==> src/hdl/assert_macros.svh <==
// Assertion macros shared by the hasher modules.
`ifndef ASSERT_MACROS_SVH
`define ASSERT_MACROS_SVH
// Implication checked at every clock edge outside reset.
`define ASSERT_IMPL(label, clk, rst_n, ante, cons) \
	label: assert property (@(posedge clk) disable iff (!rst_n) (ante) |-> (cons)) \
	else $error("assertion failed");
// Next-cycle implication checked outside reset.
`define ASSERT_NEXT(label, clk, rst_n, ante, cons) \
	label: assert property (@(posedge clk) disable iff (!rst_n) (ante) |=> (cons)) \
	else $error("assertion failed");
`endif

==> src/hdl/sha1_pkg.sv <==
// Package with SHA-1 constants, types and round helpers.
`timescale 1ns / 1ps
`default_nettype none
package sha1_pkg;
	localparam int unsigned BlockBytes = 64;
	localparam int unsigned LenLimit = BlockBytes - 8;
	localparam logic [31:0] H0 = 32'h67452301;
	localparam logic [31:0] H1 = 32'hefcdab89;
	localparam logic [31:0] H2 = 32'h98badcfe;
	localparam logic [31:0] H3 = 32'h10325476;
	localparam logic [31:0] H4 = 32'hc3d2e1f0;
	localparam logic [7:0] PadMark = 8'h80;
	localparam logic FuncAbsorb = 1'b0;
	localparam logic FuncFinish = 1'b1;

	typedef struct packed {
		logic [31:0] digest_word;
		logic [2:0] word_index;
		logic last_word;
	} out_item_t;

	typedef struct packed {
		logic func;
		logic [7:0] data_byte;
	} in_item_t;

	// Control from the sequencer to the round core.
	typedef struct packed {
		logic start;
		logic init;
	} core_ctl_t;

	function automatic logic [31:0] rotl(input logic [31:0] x, input int unsigned n);
		rotl = (x << n) | (x >> (32 - n));
	endfunction

	function automatic logic [31:0] init_word(input logic [2:0] i);
		case (i)
			3'd0: init_word = H0;
			3'd1: init_word = H1;
			3'd2: init_word = H2;
			3'd3: init_word = H3;
			default: init_word = H4;
		endcase
	endfunction
endpackage
`default_nettype wire

==> src/hdl/sha1_core.sv <==
// SHA-1 round core: 80 rounds over a 16-word schedule memory.
`timescale 1ns / 1ps
`default_nettype none
`include "assert_macros.svh"
module sha1_core (
	input wire logic clk,
	input wire logic arst_n,
	input wire sha1_pkg::core_ctl_t ctl,
	// schedule memory write port from the block buffer side
	input wire logic wr_en,
	input wire logic [3:0] wr_addr,
	input wire logic [31:0] wr_data,
	output logic busy,
	input wire logic [2:0] h_sel,
	output logic [31:0] h_word
);
	import sha1_pkg::*;

	logic [31:0] wmem [16];
	logic [31:0] rd_q [4];
	logic [31:0] a_q, b_q, c_q, d_q, e_q;
	logic [31:0] h_q [5];
	logic [6:0] rnd_q;
	logic [1:0] ph_q;
	logic [31:0] wt, f, k, t;
	logic [3:0] ra [4];
	logic [3:0] ridx;

	// phases: each round is a read then a round phase; an add phase follows the last round
	localparam logic [1:0] PhIdle = 2'd0;
	localparam logic [1:0] PhRead = 2'd1;
	localparam logic [1:0] PhRound = 2'd2;
	localparam logic [1:0] PhAdd = 2'd3;

	assign busy = (ph_q != PhIdle);
	assign ridx = rnd_q[3:0];
	assign ra[0] = ridx;
	assign ra[1] = ridx + 4'd2;
	assign ra[2] = ridx + 4'd8;
	assign ra[3] = ridx + 4'd13;

	// Read the four schedule taps, registered; write loaded words while idle and each new W in the round phase.
	always_ff @(posedge clk) begin
		for (int i = 0; i < 4; i++) begin
			rd_q[i] <= wmem[ra[i]];
		end
		if (wr_en && !busy) begin
			wmem[wr_addr] <= wr_data;
		end else if (ph_q == PhRound) begin
			wmem[ridx] <= wt;
		end
	end

	always_comb begin
		if (rnd_q < 7'd16) begin
			wt = rd_q[0];
		end else begin
			wt = rotl(rd_q[0] ^ rd_q[1] ^ rd_q[2] ^ rd_q[3], 1);
		end
		if (rnd_q < 7'd20) begin
			f = (b_q & c_q) | (~b_q & d_q);
			k = 32'h5a827999;
		end else if (rnd_q < 7'd40) begin
			f = b_q ^ c_q ^ d_q;
			k = 32'h6ed9eba1;
		end else if (rnd_q < 7'd60) begin
			f = (b_q & c_q) | (b_q & d_q) | (c_q & d_q);
			k = 32'h8f1bbcdc;
		end else begin
			f = b_q ^ c_q ^ d_q;
			k = 32'hca62c1d6;
		end
		t = rotl(a_q, 5) + f + e_q + k + wt;
	end

	// Sequence rounds and fold into the chaining value; init restores the initial value.
	always_ff @(posedge clk or negedge arst_n) begin
		if (!arst_n) begin
			ph_q <= PhIdle;
			rnd_q <= '0;
			for (int i = 0; i < 5; i++) h_q[i] <= init_word(3'(i));
		end else begin
			case (ph_q)
				PhIdle: begin
					if (ctl.init) begin
						for (int i = 0; i < 5; i++) h_q[i] <= init_word(3'(i));
					end else if (ctl.start) begin
						a_q <= h_q[0]; b_q <= h_q[1]; c_q <= h_q[2];
						d_q <= h_q[3]; e_q <= h_q[4];
						rnd_q <= '0;
						ph_q <= PhRead;
					end
				end
				PhRead: ph_q <= PhRound;
				PhRound: begin
					e_q <= d_q; d_q <= c_q; c_q <= rotl(b_q, 30);
					b_q <= a_q; a_q <= t;
					if (rnd_q == 7'd79) begin
						ph_q <= PhAdd;
					end else begin
						rnd_q <= rnd_q + 7'd1;
						ph_q <= PhRead;
					end
				end
				default: begin
					h_q[0] <= h_q[0] + a_q; h_q[1] <= h_q[1] + b_q;
					h_q[2] <= h_q[2] + c_q; h_q[3] <= h_q[3] + d_q;
					h_q[4] <= h_q[4] + e_q;
					ph_q <= PhIdle;
				end
			endcase
		end
	end

	assign h_word = (h_sel < 3'd5) ? h_q[h_sel] : h_q[0];

	`ASSERT_IMPL(a_rnd_range, clk, arst_n, busy, rnd_q < 7'd80)
	`ASSERT_NEXT(a_start_busy, clk, arst_n, !busy && ctl.start && !ctl.init, busy)
	`ASSERT_NEXT(a_add_idle, clk, arst_n, ph_q == PhAdd, !busy)
endmodule
`default_nettype wire
==> config.mk <==
export PLATFORM = sky130hd
export DESIGN_NAME = sha1_core
export DESIGN_NICKNAME = d
export VERILOG_FILES = /design/src/hdl/sha1_pkg.sv /design/src/hdl/sha1_core.sv
export VERILOG_INCLUDE_DIRS = /design/src /design/src/hdl
export SDC_FILE = /design/constraint.sdc
export NUM_CORES = 2
export LEC_CHECK = 0
export BUFFER_PORTS_ARGS = -buffer_cell sky130_fd_sc_hd__buf_2
export CORE_ASPECT_RATIO = 1.4
export CORE_MARGIN = 4
export CORE_UTILIZATION = 48
export DETAILED_ROUTE_END_ITERATION = 12
export MAX_ROUTING_LAYER = met4
export SYNTH_ARGS = -nofsm -noshare
export SYNTH_HDL_FRONTEND = slang
export SYNTH_SLANG_ARGS = --single-unit
==> constraint.sdc <==
create_clock -name clk -period 15 [get_ports clk]
set_input_delay 1.5 -clock clk [delete_from_list [all_inputs] [get_ports clk]]
set_output_delay 1.5 -clock clk [all_outputs]
set_load 0.1 [all_outputs]
# Yosys cells after proc, flatten, opt, wreduce, memory -nomap -nowiden
# Memory sizes are Yosys's and may differ from the RTL's.
# Index checks and enable logic that the tools add are counted.
[word_totals] register_bits=329 ram_bits=640 inputBits=44 wordCells=113 n_memories=2
[classes] n_addsub=13 n_lt_le_gt_ge=6 eq_ne=7 muxes=44 bitwise_logic=18 n_reduce_logical=11
[mem_list] name="wmem" words=16 word_bits=32 rd=4 rd_clocked_by_memory_dff=0 write_ports=1 line_no="sha1_core.sv:19" rtl="logic [31:0] wmem [16];"
[mem_list] name="rd_q" words=4 word_bits=32 rd=4 rd_clocked_by_memory_dff=0 write_ports=4 line_no="sha1_core.sv:20" rtl="logic [31:0] rd_q [4];"
[ops] op="two-way mux 32 bit" count=20
[ops] op="one-hot mux 160 bit (2 select lines)" count=1
[ops] op="one-hot mux 32 bit (2 select lines)" count=5
[ops] op="adder 32 bit" count=9
[ops] op="two-way mux 160 bit" count=1
[ops] op="XOR 32 bit" count=5
[ops] op="bitwise AND 32 bit" count=4
[ops] op="binary-select mux 32 bit (select 3 bit)" count=1
[ops] op="bitwise OR 32 bit" count=3
[ops] op="inverter 32 bit" count=1
[ops] op="bitwise OR 32 x 1 -> 32 bit" count=1
[ops] op="bitwise OR 32 x 30 -> 32 bit" count=1
[ops] op="bitwise OR 32 x 5 -> 32 bit" count=1
[ops] op="OR reduction 32 bit" count=1
[ops] op="two-way mux 31 bit" count=1
[ops] op="two-way mux 7 bit" count=3
[ops] op="< comparator 7 x 5 -> 1 bit, second input constant" count=2
[ops] op="< comparator 7 x 6 -> 1 bit, second input constant" count=2
[ops] op="one-hot mux 7 bit (2 select lines)" count=1
[ops] op="adder 4 bit, second input constant" count=2
[ops] op="!= test 2 bit, second input constant" count=4
[ops] op="AND reduction 4 bit" count=2
[ops] op="adder 7 x 1 -> 7 bit, second input constant" count=1
[ops] op="== test 7 bit, second input constant" count=1
[ops] op="other kinds (17)" count=26

# Longest topological paths before layout
[depth] ltp_word=11 depth_mapped=28

# Worst setup path before layout
# OpenSTA, ideal clock, no wires.
[synth_timing] kind="input to register" startpoint="in ctl[1] (netlist name)" endpoint="reg a_q[0] (enable)" setup_ns=0.699 arrival_ns=8.841 path_slack_ns=5.460 path_stages=3 path_cell_list="nor2b_1 > mux2i_1 > nor2b_1"
[synth_between] elab_chain_len=2
[synth_lines] element="start, declared" line_no="sha1_core.sv:8" rtl="input wire sha1_pkg::core_ctl_t ctl,"
[synth_lines] element="!= test 2 bit (no line)"
[synth_lines] element="AND reduction 4 bit (no line)"
[synth_lines] element="end signal, assigned" line_no="sha1_core.sv:88" rtl="a_q <= h_q[0]; b_q <= h_q[1]; c_q <= h_q[2];"
[synth_lines] element="end signal, assigned" line_no="sha1_core.sv:97" rtl="b_q <= a_q; a_q <= t;"
[synth_lines] element="end, declared" line_no="sha1_core.sv:21" rtl="logic [31:0] a_q, b_q, c_q, d_q, e_q;"
# No other way between the ends.
# A chain may end at the register's enable or synchronous reset.

# Worst setup path after layout
[layout_timing] startpoint="reg rnd_q[3]" endpoint="reg a_q[23] (data pin)"
[layout_between] elab_chain_len=9
[layout_lines] element="start, declared" line_no="sha1_core.sv:23" rtl="logic [6:0] rnd_q;"
[layout_lines] element="start signal, assigned" line_no="sha1_core.sv:101" rtl="rnd_q <= rnd_q + 7'd1;"
[layout_lines] element="< comparator 7 x 6 -> 1 bit" line_no="sha1_core.sv:66" rtl="end else if (rnd_q < 7'd60) begin"
[layout_lines] element="two-way mux 32 bit" line_no="sha1_core.sv:66"
[layout_lines] element="two-way mux 32 bit" line_no="sha1_core.sv:63" rtl="end else if (rnd_q < 7'd40) begin"
[layout_lines] element="two-way mux 32 bit" line_no="sha1_core.sv:60" rtl="if (rnd_q < 7'd20) begin"
[layout_lines] element="adder 32 bit (3 in a row)" line_no="sha1_core.sv:73" rtl="t = rotl(a_q, 5) + f + e_q + k + wt;"
[layout_lines] element="adder 32 bit *" line_no="sha1_core.sv:73"
[layout_lines] element="one-hot mux 32 bit (2 select lines) *" line_no="sha1_core.sv:83" rtl="case (ph_q)"
# Mark *: on every way between the ends. The rest lies on a longest branch, timed or not.

==> metrics <==
outcome=finished, final reports clean; Largest stage delay, worst path=0.76 ns; Worst setup SP type=flip-flop; gr ovfl total=0; period utilisation layout=0.5194; largest net degree at the start of global routing=137; worst-path maximum fanout=24; Cell variety after synth=94; Hold WC Path Type=flip-flop to flip-flop; Post-synth EDFFs=between 600 and 700; post-CTS sizing=0; filler cell count in the final layout=10128; Final setup viols=0; number of global-route vias before repair=39038; Post-Syn Nets=4586; initial antenna violation count=2; drt pass-1 iters=5; reg2reg setup slack=7.21 ns; most common cell after layout, fill and taps aside=edfxtp_1; initial core utilization=0.4848; crit path buf inv count=5; Post-DP HPWL=116.9 mm; final wirelength=about 170 mm; Critical Path Slowest Stage Cell=a41oi_1; Setup Skew=0.06306 ns; actual slew at the worst max-slew pin=around 1.2 ns; via count=38274; final number of max-transition violations=0; top cell family by delay on the critical path=compound AO/OA/AOI/OAI gates; RSZ-0062 raised after global routing=false; drt initial violations=2932; Post-CTS Setup Repair Bufs=0; CTS tree=yes; hold_ws=0.4747 ns; Setup Crit Path Kind=flip-flop to flip-flop; ys flop type=edfxtp_1; routed length per instance=~29 um; Syn Inst Count=~4200; Req. time, crit path=15.45 ns; clk_lat worst skew=0.74 ns; RD Place Congestion=0.9357; Clock Sinks=969; Post-DP Area=61250 um2; mapped cell area=approximately 59000 um2; Area contributors post-synth=edfxtp_1, mux4_2, dfxtp_1; Root Driver=clkbuf_16; CP Cell Sequence=a41oi_1, inv_1, nor2_2, clkinv_1, a221o_1, fa_1, inv_1, fa_1, fa_1, inv_1, ha_1, inv_1, fa_1, nor2b_1, o21a_1, o21ai_1, a2111oi_2, nor4_2, a211oi_2, nor3_1, o41ai_2, xor2_1, mux2_2; die span in x=303.8 um; area grow syn2layout=9.932%; Final Net Count=roughly 4600; Rows=between 150 and 200; final hold viol count=0; FF+latch count, synth=969; vias per inst=6.435; post-layout min period=slightly below 8 ns; area share of the largest cell type after synthesis=0.3431; Async S/R FF share, synth=0.1744; relative slew slack=0.2141; ant diodes=0; Fin Setup TNS=0 ns; Synth area leader=edfxtp_1; final non-filler cell area=64650 um2; layout cells sized above 1=0.2690; chip height=422.2 um; Hold Buf Count CTS=0; Post-DRT Antenna Nets=0; YS warnings=0; mean post-synth cell area=13.94 um2; H-Tree Depth=3; leading cell types in the layout, fill and taps excluded=edfxtp_1, mux4_2, a21oi_1; Longest Clk Path Bufs=3; Fmax=approximately 130 MHz; Port Buf Inserts=76; core area=121300 um2; first-pass GRT wire length=between 200 and 300 mm; drt drc=0; Worst Path Arrival=8.24 ns; I/O Pins=between 70 and 80; max cap viols=0; TritonCTS Buffers=99; CP Capture Type=flip-flop; GRT Util Overall=0.2752; Reg clk slew, reported paths=0.07 ns; sequential element share of the synthesized area=0.4603; die area=roughly 130000 um2
through the flow:
step                cells    util  setup slack, ns
floorplan            4219       -            5.460
global placement     5761  0.5050            7.311
detailed placement   5761  0.5050            7.256
CTS                  5948  0.5330            7.151
global route         5948  0.5330            6.758
finish               5948  0.5330            7.209
flip-flops by register name, indices dropped and copies added (netlist names):
signal / cells
b_q: 32
h_q: 160
e_q: 32
d_q: 32
ph_q: 2
wmem: 512
rnd_q: 7
rd_q: 128
c_q: 32
a_q: 32
worst register-to-register path: stages (launching register included):
cell and delay, ns:
dfrtp_4 0.70, a41oi_1 0.76, inv_1 0.23, nor2_2 0.18, clkinv_1 0.67, a221o_1 0.56, fa_1 0.51, inv_1 0.05
fa_1 0.52, fa_1 0.41, inv_1 0.07, ha_1 0.16, inv_1 0.06, fa_1 0.46, nor2b_1 0.13, o21a_1 0.14
o21ai_1 0.13, a2111oi_2 0.49, nor4_2 0.15, a211oi_2 0.28, nor3_1 0.13, o41ai_2 0.35, xor2_1 0.10, mux2_2 0.27
cell usage after synthesis, types with 125 or more instances:
master,instances
a21oi_1,237
xnor2_1,175
mux4_2,544
clkbuf_1,157
edfxtp_1,672
dfxtp_1,128
ha_1,198
nand2_1,215
mux2_2,165
o21ai_0,178
fa_1,125
inv_1,213
nor2_1,252
cell families after synthesis:
family	Yosys count	share of synthesized area
adder cells (fa/ha/maj)	323	0.08468
flip-flops	969	0.4603
buffers and inverters	439	0.02808
multiplexers	776	0.2513
AO/OA/AOI/OAI	768	0.08445
AND/OR/NAND/NOR	687	0.05285
XOR/XNOR	257	0.03828
metal layers:
layer	vias to the layer above	wire length, um	GRT usage
li1	16520	-	-
met4	0	8897	0.1243
met2	1422	91010	0.4835
met5	-	0	-
met1	19944	63890	0.3213
met3	388	8743	0.02756
worst paths after layout:
check	from	to	depth (start not counted)
min in group asynchronous	arst_n	h_q[41]	1
min reg2reg	h_q[96]	h_q[96]	2
max in group asynchronous	arst_n	h_q[26]	2
max	rnd_q[3]	a_q[23]	23
min	h_q[96]	h_q[96]	2
max reg2reg	rnd_q[3]	a_q[23]	23
final cells by class:
cell class                 count  area, um2  share of cell area
tap                         1606       2009             0.03108
clock inverter                49      630.6            0.009754
inverter                     219      824.5             0.01275
timing repair buffer         156       1015             0.01570
sequential                   969      27080              0.4189
clock buffer                 138       2764             0.04275
multi-input combinational   2811      30320              0.4690
Power is not shown: default switching activity piles up to over one toggle a cycle in this logic, so the estimate is an artifact.
